`src/rtl/esch_pkg.sv`:
```
// ----------------------------------------------------------------------------
// esch_pkg
// shared types and constants of the periodic task scheduler
// ----------------------------------------------------------------------------
package esch_pkg;

  // width of the tick counter, which advances on each accepted tick request
  localparam int unsigned TICK_W = 32;

  // widths of the request and result fields
  localparam int unsigned FIELD_W = 8;
  localparam int unsigned ID_W    = 5;

  // scheduling policy codes
  localparam logic POLICY_RM  = 1'b0;
  localparam logic POLICY_EDF = 1'b1;

  // request kinds carried in tuser
  localparam logic MODE_TICK = 1'b0;
  localparam logic MODE_ADD  = 1'b1;

  typedef enum logic [2:0] {
    S_IDLE,
    S_ADD_DIV,
    S_SEL,
    S_UPD,
    S_DONE
  } esch_state_e;

endpackage

```
`src/rtl/edf_rm_task_scheduler.sv`:
```
// ----------------------------------------------------------------------------
// edf_rm_task_scheduler
// periodic task table scheduler, earliest deadline first or rate monotonic
// ----------------------------------------------------------------------------
// Each request is either a tick (tuser 0) or the addition of a periodic task
// (tuser 1, cost and period in tdata) and yields exactly one result. The task
// table is a single-port-read memory of MAX_TASKS entries that a small
// sequencer walks one entry per cycle. A tick makes two passes over the N
// tasks in the table. One pass feeds the selection comparator. A second pass
// reads, updates and writes back every entry. Each pass issues N reads, waits
// for the registered read data and closes, and then the result is loaded into
// the output register. An add runs the 32-step bit-serial remainder unit that
// aligns the new task's release phase to the current tick count; a rejected
// add goes straight to its result. Release is tracked through a per-task
// phase counter that equals the tick count modulo the period, so no division
// is done on ticks; on wrap of the 32-bit tick count every phase restarts at
// zero. The input is not ready while a request is being worked on and is
// ready again at the edge that presents the result; a finished result waits
// in the output register while the next request is already accepted. The
// policy register is written through cfg_we_i and cfg_wdata_i; the user must
// write it only while the block is idle, and the block does not enforce this.
// ----------------------------------------------------------------------------
module edf_rm_task_scheduler
  import esch_pkg::*;
#(
  parameter int unsigned MAX_TASKS = 16,
  parameter int unsigned TIME_BITS = 8
) (
  input  logic        clk_i,
  input  logic        rst_ni,
  // policy register: 0 rate monotonic, 1 earliest deadline first
  input  logic        cfg_we_i,
  input  logic        cfg_wdata_i,
  // requests
  input  logic        s_axis_tvalid,
  output logic        s_axis_tready,
  input  logic [15:0] s_axis_tdata,  // task_cost[7:0], task_period[15:8]
  input  logic        s_axis_tuser,  // mode
  // results
  output logic        m_axis_tvalid,
  input  logic        m_axis_tready,
  output logic [7:0]  m_axis_tdata   // chosen_id[4:0], job_finished[5],
                                     // add_accepted[6], zero[7]
);

  localparam int unsigned IdxW = (MAX_TASKS > 1) ? $clog2(MAX_TASKS) : 1;
  localparam int unsigned CntW = $clog2(MAX_TASKS + 1);
  localparam int unsigned ExtW = 17;
  localparam logic [ExtW-1:0] TimeMask = ExtW'((1 << TIME_BITS) - 1);

  // one task table entry
  typedef struct packed {
    logic [TIME_BITS-1:0] cost;
    logic [TIME_BITS-1:0] period;
    logic [TIME_BITS-1:0] rem;
    logic [TIME_BITS-1:0] deadline;
    logic [TIME_BITS-1:0] phase;
    logic                 done;
  } entry_t;

  esch_state_e state_q, state_d;

  logic              use_edf_q;
  logic [TICK_W-1:0] tick_q;
  logic              wrap_q;
  logic [CntW-1:0]   task_count_q;

  // scan control
  logic [CntW-1:0]   cnt_q;
  logic              pend_q;
  logic [IdxW-1:0]   pidx_q;
  logic              issue;
  logic              scan_end;

  // latched add request
  logic [TIME_BITS-1:0] add_cost_q;
  logic [TIME_BITS-1:0] add_per_q;

  // result held until the output register is free
  logic [ID_W-1:0] res_id_q;
  logic            res_fin_q;
  logic            res_acc_q;

  logic            out_vld_q;
  logic [7:0]      out_data_q;

  // table memory
  entry_t          mem_q [MAX_TASKS];
  entry_t          rdata_q;
  logic            wr_en;
  logic [IdxW-1:0] wr_addr;
  entry_t          wr_data;

  // request decode
  logic            in_acc;
  logic [ExtW-1:0] cost_ext;
  logic [ExtW-1:0] per_ext;
  logic            add_ok;

  // shared units
  logic                 mod_start;
  logic                 mod_done;
  logic [TIME_BITS-1:0] mod_rem;
  logic                 pick_clear;
  logic                 pick_en;
  logic                 best_vld;
  logic [IdxW-1:0]      best_idx;

  // entry update
  entry_t               upd;
  logic                 is_sel;
  logic                 upd_fin;
  logic [TIME_BITS-1:0] rem_dec;
  logic [TIME_BITS-1:0] dl_dec;
  logic [TIME_BITS:0]   phase_inc;
  logic [TIME_BITS-1:0] phase_nxt;

  logic out_free;

  assign in_acc   = s_axis_tvalid && s_axis_tready;
  assign cost_ext = {{(ExtW - FIELD_W){1'b0}}, s_axis_tdata[7:0]};
  assign per_ext  = {{(ExtW - FIELD_W){1'b0}}, s_axis_tdata[15:8]};

  // reject zero values, cost not below period, values too wide, full table
  assign add_ok = (cost_ext != '0) && (per_ext != '0) && (cost_ext < per_ext) &&
                  (cost_ext <= TimeMask) && (per_ext <= TimeMask) &&
                  (task_count_q < CntW'(MAX_TASKS));

  assign issue    = (cnt_q < task_count_q);
  assign scan_end = !issue && !pend_q;
  assign out_free = !out_vld_q || m_axis_tready;

  // ---------------------------------------------------------------- next state
  always_comb begin
    state_d = state_q;
    case (state_q)
      S_IDLE: begin
        if (in_acc) begin
          if (s_axis_tuser == MODE_TICK) begin
            state_d = S_SEL;
          end else if (add_ok) begin
            state_d = S_ADD_DIV;
          end else begin
            state_d = S_DONE;
          end
        end
      end
      S_ADD_DIV: begin
        if (mod_done) begin
          state_d = S_DONE;
        end
      end
      S_SEL: begin
        if (scan_end) begin
          state_d = S_UPD;
        end
      end
      S_UPD: begin
        if (scan_end) begin
          state_d = S_DONE;
        end
      end
      S_DONE: begin
        if (out_free) begin
          state_d = S_IDLE;
        end
      end
      default: state_d = S_IDLE;
    endcase
  end

  // ------------------------------------------------------------------ outputs
  always_comb begin
    s_axis_tready = 1'b0;
    mod_start     = 1'b0;
    pick_clear    = 1'b0;
    pick_en       = 1'b0;
    case (state_q)
      S_IDLE: begin
        s_axis_tready = 1'b1;
        pick_clear    = 1'b1;
        mod_start     = in_acc && (s_axis_tuser == MODE_ADD) && add_ok;
      end
      S_SEL: begin
        pick_en = pend_q;
      end
      default: ;
    endcase
  end

  // --------------------------------------------------------------- entry update
  // charge the chosen task, age deadlines on busy ticks, then release
  always_comb begin
    upd     = rdata_q;
    is_sel  = best_vld && (pidx_q == best_idx);
    rem_dec = rdata_q.rem;
    if (is_sel && (rdata_q.rem != '0)) begin
      rem_dec = rdata_q.rem - 1'b1;
    end
    dl_dec = rdata_q.deadline;
    if (best_vld) begin
      if (rdata_q.deadline != '0) begin
        dl_dec = rdata_q.deadline - 1'b1;
      end
      if (dl_dec == '0) begin
        dl_dec = rdata_q.period;
      end
    end
    upd_fin      = is_sel && (rem_dec == '0);
    upd.rem      = rem_dec;
    upd.deadline = dl_dec;
    upd.done     = rdata_q.done || upd_fin;
    // phase tracks tick count modulo period
    phase_inc = {1'b0, rdata_q.phase} + 1'b1;
    if (wrap_q || (phase_inc == {1'b0, rdata_q.period})) begin
      phase_nxt = '0;
    end else begin
      phase_nxt = phase_inc[TIME_BITS-1:0];
    end
    upd.phase = phase_nxt;
    if (phase_nxt == '0) begin
      upd.done     = 1'b0;
      upd.rem      = rdata_q.cost;
      upd.deadline = rdata_q.period;
    end
  end

  // write port: new task on add, updated entry during the update pass
  always_comb begin
    wr_en   = 1'b0;
    wr_addr = pidx_q;
    wr_data = upd;
    if (state_q == S_ADD_DIV) begin
      wr_en            = mod_done;
      wr_addr          = task_count_q[IdxW-1:0];
      wr_data.cost     = add_cost_q;
      wr_data.period   = add_per_q;
      wr_data.rem      = add_cost_q;
      wr_data.deadline = add_per_q;
      wr_data.phase    = mod_rem;
      wr_data.done     = 1'b0;
    end else if (state_q == S_UPD) begin
      wr_en = pend_q;
    end
  end

  always_ff @(posedge clk_i) begin
    if (wr_en) begin
      mem_q[wr_addr] <= wr_data;
    end
    if (issue) begin
      rdata_q <= mem_q[cnt_q[IdxW-1:0]];
    end
  end

  // ---------------------------------------------------------------- registers
  always_ff @(posedge clk_i or negedge rst_ni) begin
    if (!rst_ni) begin
      state_q      <= S_IDLE;
      use_edf_q    <= POLICY_RM;
      tick_q       <= '0;
      wrap_q       <= 1'b0;
      task_count_q <= '0;
      cnt_q        <= '0;
      pend_q       <= 1'b0;
      out_vld_q    <= 1'b0;
    end else begin
      state_q <= state_d;
      if (cfg_we_i) begin
        use_edf_q <= cfg_wdata_i;
      end
      if (in_acc && (s_axis_tuser == MODE_TICK)) begin
        tick_q <= tick_q + 1'b1;
        wrap_q <= (tick_q == '1);
      end
      if ((state_q == S_ADD_DIV) && mod_done) begin
        task_count_q <= task_count_q + 1'b1;
      end
      // scan counter restarts for each pass
      if ((state_q == S_SEL) || (state_q == S_UPD)) begin
        if (scan_end) begin
          cnt_q <= '0;
        end else if (issue) begin
          cnt_q <= cnt_q + 1'b1;
        end
        pend_q <= issue;
      end else begin
        cnt_q  <= '0;
        pend_q <= 1'b0;
      end
      if ((state_q == S_DONE) && out_free) begin
        out_vld_q <= 1'b1;
      end else if (m_axis_tready) begin
        out_vld_q <= 1'b0;
      end
    end
  end

  always_ff @(posedge clk_i) begin
    pidx_q <= cnt_q[IdxW-1:0];
    if (in_acc) begin
      add_cost_q <= cost_ext[TIME_BITS-1:0];
      add_per_q  <= per_ext[TIME_BITS-1:0];
      res_id_q   <= '0;
      res_fin_q  <= 1'b0;
      res_acc_q  <= (s_axis_tuser == MODE_ADD) && add_ok;
    end
    if ((state_q == S_SEL) && scan_end && best_vld) begin
      res_id_q <= ID_W'(32'(best_idx) + 32'd1);
    end
    if ((state_q == S_UPD) && pend_q && is_sel) begin
      res_fin_q <= upd_fin;
    end
    if ((state_q == S_DONE) && out_free) begin
      out_data_q <= {1'b0, res_acc_q, res_fin_q, res_id_q};
    end
  end

  assign m_axis_tvalid = out_vld_q;
  assign m_axis_tdata  = out_data_q;

  // ----------------------------------------------------------- shared units
  esch_mod_unit #(
    .DIV_W (TIME_BITS)
  ) u_mod (
    .clk_i      (clk_i),
    .rst_ni     (rst_ni),
    .start_i    (mod_start),
    .dividend_i (tick_q),
    .divisor_i  (per_ext[TIME_BITS-1:0]),
    .done_o     (mod_done),
    .rem_o      (mod_rem)
  );

  esch_pick #(
    .IDX_W  (IdxW),
    .TIME_W (TIME_BITS)
  ) u_pick (
    .clk_i      (clk_i),
    .rst_ni     (rst_ni),
    .clear_i    (pick_clear),
    .en_i       (pick_en),
    .policy_i   (use_edf_q),
    .idx_i      (pidx_q),
    .done_i     (rdata_q.done),
    .deadline_i (rdata_q.deadline),
    .period_i   (rdata_q.period),
    .best_vld_o (best_vld),
    .best_idx_o (best_idx)
  );

endmodule

```
`src/rtl/esch_mod_unit.sv`:
```
// ----------------------------------------------------------------------------
// esch_mod_unit
// bit-serial restoring remainder of the tick count by a task period
// ----------------------------------------------------------------------------
module esch_mod_unit
  import esch_pkg::*;
#(
  parameter int unsigned DIV_W = 8
) (
  input  logic              clk_i,
  input  logic              rst_ni,
  input  logic              start_i,
  input  logic [TICK_W-1:0] dividend_i,
  input  logic [DIV_W-1:0]  divisor_i,
  output logic              done_o,
  output logic [DIV_W-1:0]  rem_o
);

  localparam int unsigned CntW = $clog2(TICK_W);

  logic              busy_q, busy_d;
  logic              done_q, done_d;
  logic [CntW-1:0]   cnt_q, cnt_d;
  logic [TICK_W-1:0] dvd_q, dvd_d;
  logic [DIV_W-1:0]  div_q, div_d;
  logic [DIV_W-1:0]  rem_q, rem_d;
  logic [DIV_W:0]    shifted;
  logic [DIV_W:0]    diff;

  // one quotient bit per cycle
  assign shifted = {rem_q, dvd_q[TICK_W-1]};
  assign diff    = shifted - {1'b0, div_q};

  always_comb begin
    busy_d = busy_q;
    done_d = 1'b0;
    cnt_d  = cnt_q;
    dvd_d  = dvd_q;
    div_d  = div_q;
    rem_d  = rem_q;
    if (start_i) begin
      busy_d = 1'b1;
      cnt_d  = '0;
      dvd_d  = dividend_i;
      div_d  = divisor_i;
      rem_d  = '0;
    end else if (busy_q) begin
      dvd_d = {dvd_q[TICK_W-2:0], 1'b0};
      if (shifted >= {1'b0, div_q}) begin
        rem_d = diff[DIV_W-1:0];
      end else begin
        rem_d = shifted[DIV_W-1:0];
      end
      cnt_d = cnt_q + 1'b1;
      if (cnt_q == CntW'(TICK_W - 1)) begin
        busy_d = 1'b0;
        done_d = 1'b1;
      end
    end
  end

  always_ff @(posedge clk_i or negedge rst_ni) begin
    if (!rst_ni) begin
      busy_q <= 1'b0;
      done_q <= 1'b0;
      cnt_q  <= '0;
    end else begin
      busy_q <= busy_d;
      done_q <= done_d;
      cnt_q  <= cnt_d;
    end
  end

  always_ff @(posedge clk_i) begin
    dvd_q <= dvd_d;
    div_q <= div_d;
    rem_q <= rem_d;
  end

  assign done_o = done_q;
  assign rem_o  = rem_q;

endmodule

```
`src/rtl/esch_pick.sv`:
```
// ----------------------------------------------------------------------------
// esch_pick
// running minimum over the scanned task entries under the chosen policy
// ----------------------------------------------------------------------------
module esch_pick
  import esch_pkg::*;
#(
  parameter int unsigned IDX_W  = 4,
  parameter int unsigned TIME_W = 8
) (
  input  logic              clk_i,
  input  logic              rst_ni,
  input  logic              clear_i,
  input  logic              en_i,
  input  logic              policy_i,
  input  logic [IDX_W-1:0]  idx_i,
  input  logic              done_i,
  input  logic [TIME_W-1:0] deadline_i,
  input  logic [TIME_W-1:0] period_i,
  output logic              best_vld_o,
  output logic [IDX_W-1:0]  best_idx_o
);

  logic              vld_q, vld_d;
  logic [IDX_W-1:0]  idx_q, idx_d;
  logic [TIME_W-1:0] key_q, key_d;
  logic [TIME_W-1:0] key;
  logic              better;

  assign key = (policy_i == POLICY_EDF) ? deadline_i : period_i;

  // edf: later entry wins ties; rm: earlier entry wins ties
  always_comb begin
    if (policy_i == POLICY_EDF) begin
      better = key <= key_q;
    end else begin
      better = key < key_q;
    end
  end

  always_comb begin
    vld_d = vld_q;
    idx_d = idx_q;
    key_d = key_q;
    if (clear_i) begin
      vld_d = 1'b0;
    end else if (en_i && !done_i && (!vld_q || better)) begin
      vld_d = 1'b1;
      idx_d = idx_i;
      key_d = key;
    end
  end

  always_ff @(posedge clk_i or negedge rst_ni) begin
    if (!rst_ni) begin
      vld_q <= 1'b0;
    end else begin
      vld_q <= vld_d;
    end
  end

  always_ff @(posedge clk_i) begin
    idx_q <= idx_d;
    key_q <= key_d;
  end

  assign best_vld_o = vld_q;
  assign best_idx_o = idx_q;

endmodule
```
`config.mk`:
```
export PLATFORM = sky130hd
export DESIGN_NAME = edf_rm_task_scheduler
export DESIGN_NICKNAME = d
export VERILOG_FILES = /design/src/rtl/esch_pkg.sv /design/src/rtl/edf_rm_task_scheduler.sv /design/src/rtl/esch_mod_unit.sv /design/src/rtl/esch_pick.sv
export SDC_FILE = /design/constraint.sdc
export NUM_CORES = 1
export LEC_CHECK = 0
export BUFFER_PORTS_ARGS = -buffer_cell sky130_fd_sc_hd__buf_2
export CORE_MARGIN = 2
export CORE_UTILIZATION = 30
export CTS_CLUSTER_DIAMETER = 120
export CTS_CLUSTER_SIZE = 30
export DETAILED_ROUTE_END_ITERATION = 16
export PLACE_DENSITY = 0.5
export SETUP_SLACK_MARGIN = 0.5
export SKIP_LAST_GASP = 1
export SLEW_MARGIN = 20
export SYNTH_ARGS = -nofsm -noshare
export SYNTH_HDL_FRONTEND = slang
export SYNTH_HIERARCHICAL = 1
export SYNTH_SLANG_ARGS = --single-unit
```
`constraint.sdc`:
```
create_clock -name clk_i -period 5.4 [get_ports clk_i]
set_input_delay 0.81 -clock clk_i [delete_from_list [all_inputs] [get_ports clk_i]]
set_output_delay 0.81 -clock clk_i [all_outputs]
set_load 0.1 [all_outputs]
```
==> implementation parameters <==
Parameter                              Value

Timing
  Setup clock skew after layout ... 39.3 ps
  Highest attainable clock frequency ... 266 MHz
  Final setup TNS ... 0 ps
  Min cycle time layout ... 3760 ps
  Final-report max-slew violation count ... 0
  Transition time of the tightest slew-check pin ... 1070 ps
  Final hold violations ... 0
  Unrepaired setup endpoints after global routing ... false
  Number of setup violations in the final report ... 0
  Worst slew slack as a fraction of its limit ... 0.285
  Final worst path period share ... 0.695

Routing
  DR WL met3 ... 3050 µm
  Number of nets with antenna violations after routing ... 0
  Total number of vias ... 18700
  Initial DRC count ... 1671
  Post-detailed-routing wire length ... 86500 µm
  Routed length on met2 ... 42500 µm
  Routed met1 length ... 39700 µm
  Top routing layer used ... met4
  Avg WL per Cell ... 23.3 µm
  Number of vias per cell ... 5.06
  Number of remaining DRC errors ... 0
  Number of optimization iterations in the first detailed-route pass ... 6

Yosys
  Commonest cells in the synthesized netlist ... sky130_fd_sc_hd__edfxtp_1 (779), sky130_fd_sc_hd__nand2_1 (135), sky130_fd_sc_hd__mux2i_1 (130)
  Post-synth EDFFs ... 779
  Fraction of the yosys area taken by sequential cells ... 0.714
  Top cell type's share of synthesized area ... 0.667
  Most common flop cell mapped by yosys ... sky130_fd_sc_hd__edfxtp_1
  Share of synthesized registers carrying an async set or reset ... 0.0672
  Distinct cell type count after synthesis ... 86
  Top cells by area in the synthesized netlist ... sky130_fd_sc_hd__edfxtp_1 (67%), sky130_fd_sc_hd__mux4_2 (5.3%), sky130_fd_sc_hd__dfrtp_1 (4.1%)
  Number of synthesized register bits ... 848
  Yosys warnings ... 6
  Number of standard cells after synthesis ... 2139
  Synthesized Nets ... 2200
  Most used standard cell by instance count after synthesis ... sky130_fd_sc_hd__edfxtp_1
  Cell type contributing the most total cell area after synthesis ... sky130_fd_sc_hd__edfxtp_1
  Post-synthesis instance area ... 35100 µm²
  Avg Cell Area, Syn ... 16.4 µm²

Finish
  Layout overhead on the synthesized area ... 9.76%
  Net total in the final layout ... 2227
  Antenna Diode Count ... 0
  Fraction of final layout cells sized beyond drive strength 1 ... 0.164

Die
  Y dimension of the die ... 346 µm
  Row count ... 125
  Die ar. ... 120000 µm²
  Starting Density ... 0.302
  Placeable core region ... 116000 µm²
  Die width ... 346 µm
  Number of top-level pins ... 33

Power and ir drop
  Net switching component of the power ... 4.10 mW
  Combinational group share of total power ... 0.186
  Switching share of power ... 0.282
  Power consumption ... 14.5 mW
  Cell leakage power ... 12.1 nW
  Internal Dissipation ... 10.4 mW
  Portion of total power attributed to the clock network ... 0.224
  Register share of total power ... 0.590
  Largest vdd supply drop ... 0.191 mV
  Pwr/cell area ... 378 nW/µm²

Global routing
  First-pass GRT wire length ... 129000 µm
  Number of antenna violations at the first check in global routing ... 0
  Tot GR Track Use ... 0.142
  Pin count of the biggest net entering global routing ... 99
  Vias in the first global route ... 19200
  Global route total overflow ... 0

Critical path
  WP data arrival ... 4190 ps
  Start-to-end type of the worst setup path ... flip-flop to flip-flop
  Kind of launch point of the worst setup path ... flip-flop
  WP data required ... 5840 ps
  Highest fanout seen on the critical path ... 9
  Element type at the critical path end ... flip-flop

Clocking
  Post-cts hold buffer count ... 0
  Number of buffers created by CTS ... 34
  Register clock-pin slew on the reported worst setup and hold paths ... 110 ps
  Root buf cell ... sky130_fd_sc_hd__clkbuf_16
  Post-CTS Setup Repair Bufs ... 0
  TritonCTS clock tree ... built
  Maximum clock insertion buffer count ... 3
  Number of sinks handled by clock tree synthesis ... 848
  # resized after CTS ... 0
  CTS HTree Levels ... 2
  Clock Latency Late Sink ... 610 ps

Flow run
  MaxCap Viol Count ... 0

Min path
  Worst Hold Class ... input port to asynchronous set/reset pin

Placement
  Final GP Congestion ... 0.856
  PortBufs ... 31
  Half-perimeter wire length after detailed placement ... 49200 µm

Status
  Status ... complete, no violations
registers in the layout, summed over array words and instances, names as in the netlist, 5 cells and up:
name          cells
mem_q           656
rdata_q          41
tick_q           32
u_mod/dvd_q      32
add_cost_q        8
add_per_q         8
u_mod/div_q       8
u_mod/rem_o       8
u_pick/key_q      8
m_axis_tdata      7
cnt_q             5
res_id_q          5
task_count_q      5
u_mod/cnt_q       5
worst max-delay path: stages, from the launching register on:
cell and delay (ps):
sky130_fd_sc_hd__edfxtp_1 530, sky130_fd_sc_hd__inv_1 160, sky130_fd_sc_hd__ha_1 260, sky130_fd_sc_hd__nand2b_1 120
sky130_fd_sc_hd__nor4_1 780, sky130_fd_sc_hd__a21boi_1 210, sky130_fd_sc_hd__nor4bb_1 310, sky130_fd_sc_hd__o21ai_1 240
sky130_fd_sc_hd__o221ai_1 670, sky130_fd_sc_hd__clkbuf_2 300
kinds of logic after synthesis:
family / after synthesis / synth area share
buf+inv: 156 / 0.0180
xor+xnor: 71 / 0.0177
mux: 293 / 0.116
other cells: 1 / 0.000107
fa+ha+maj: 38 / 0.0138
compound gates: 349 / 0.0653
flops: 848 / 0.714
simple gates: 383 / 0.0549
routing by layer:
layer	track usage	vias up
li1	-	8395
met4	0.0241	0
met2	0.242	371
met3	0.0136	64
met5	0	-
met1	0.200	9917
final timing paths:
check                                           from                         to  slack (ps)  depth (start not counted)
max                             rdata_q[9]$_DFFE_PP_     mem_q[4][12]$_DFFE_PP_        1640                          9
max reg2reg                     rdata_q[9]$_DFFE_PP_     mem_q[4][12]$_DFFE_PP_        1640                          9
max in group asynchronous                     rst_ni       cnt_q[0]$_DFFE_PN0P_        4410                          2
min in group clk_i                   s_axis_tdata[6]    add_cost_q[6]$_DFFE_PP_         420                          1
min reg2reg                res_id_q[4]$_SDFFCE_PN0P_  m_axis_tdata[4]$_DFFE_PP_         450                          0
min                                           rst_ni     tick_q[23]$_DFFE_PN0P_         360                          2
power by group through the flow:
stage          Sequential [mW]  Combinational [mW]  Clock [mW]
5_1_grt                   8.63                2.98        3.55
4_1_cts                   8.60                2.69        3.37
6_report                  8.58                2.71        3.25
3_3_place_gp              8.74                2.56           0
3_5_place_dp              8.74                2.68           0
2_1_floorplan             8.65                1.82           0
layout make-up:
class                      instances  area, µm²
tap                             1524       1910
clock buffer                      50        975
sequential                       848      25100
clock inverter                     1       30.0
fill                           11100      77600
multi-input combinational       1135       9570
timing repair buffer              93        738
inverter                          54        203
metrics by stage:
stage	setup slack (ps)	hold slack, ps	area, µm²	util	instances
finish	1640	362	38500	0.332	3705
global route	1360	391	38500	0.332	3705
CTS	1400	379	38400	0.331	3699
detailed placement	1470	428	37400	0.322	3648
global placement	1640	433	37400	0.322	3645
floorplan	1270	369	35100	-	2139
layout by cell type (no fill, tap or decap), types with 8 or more instances in the layout:
cell type	instances
sky130_fd_sc_hd__a21o_1	8
sky130_fd_sc_hd__a21oi_1	70
sky130_fd_sc_hd__a221oi_1	41
sky130_fd_sc_hd__a22oi_1	44
sky130_fd_sc_hd__a31oi_1	10
sky130_fd_sc_hd__and3_1	12
sky130_fd_sc_hd__buf_12	10
sky130_fd_sc_hd__buf_2	32
sky130_fd_sc_hd__buf_4	47
sky130_fd_sc_hd__clkbuf_1	13
sky130_fd_sc_hd__clkbuf_16	37
sky130_fd_sc_hd__dfrtp_1	53
sky130_fd_sc_hd__dfxtp_1	12
sky130_fd_sc_hd__edfxtp_1	779
sky130_fd_sc_hd__ha_1	37
sky130_fd_sc_hd__inv_1	54
sky130_fd_sc_hd__mux2_2	81
sky130_fd_sc_hd__mux2i_1	130
sky130_fd_sc_hd__mux4_2	82
sky130_fd_sc_hd__nand2_1	134
sky130_fd_sc_hd__nand2b_1	14
sky130_fd_sc_hd__nand3_1	31
sky130_fd_sc_hd__nand4_1	13
sky130_fd_sc_hd__nor2_1	65
sky130_fd_sc_hd__nor2_4	18
sky130_fd_sc_hd__nor2b_1	8
sky130_fd_sc_hd__nor3_1	16
sky130_fd_sc_hd__nor4_1	8
sky130_fd_sc_hd__o211ai_1	16
sky130_fd_sc_hd__o21ai_0	101
sky130_fd_sc_hd__xnor2_1	43
sky130_fd_sc_hd__xor2_1	28
Note: power is estimated with default switching activity, not from simulation.
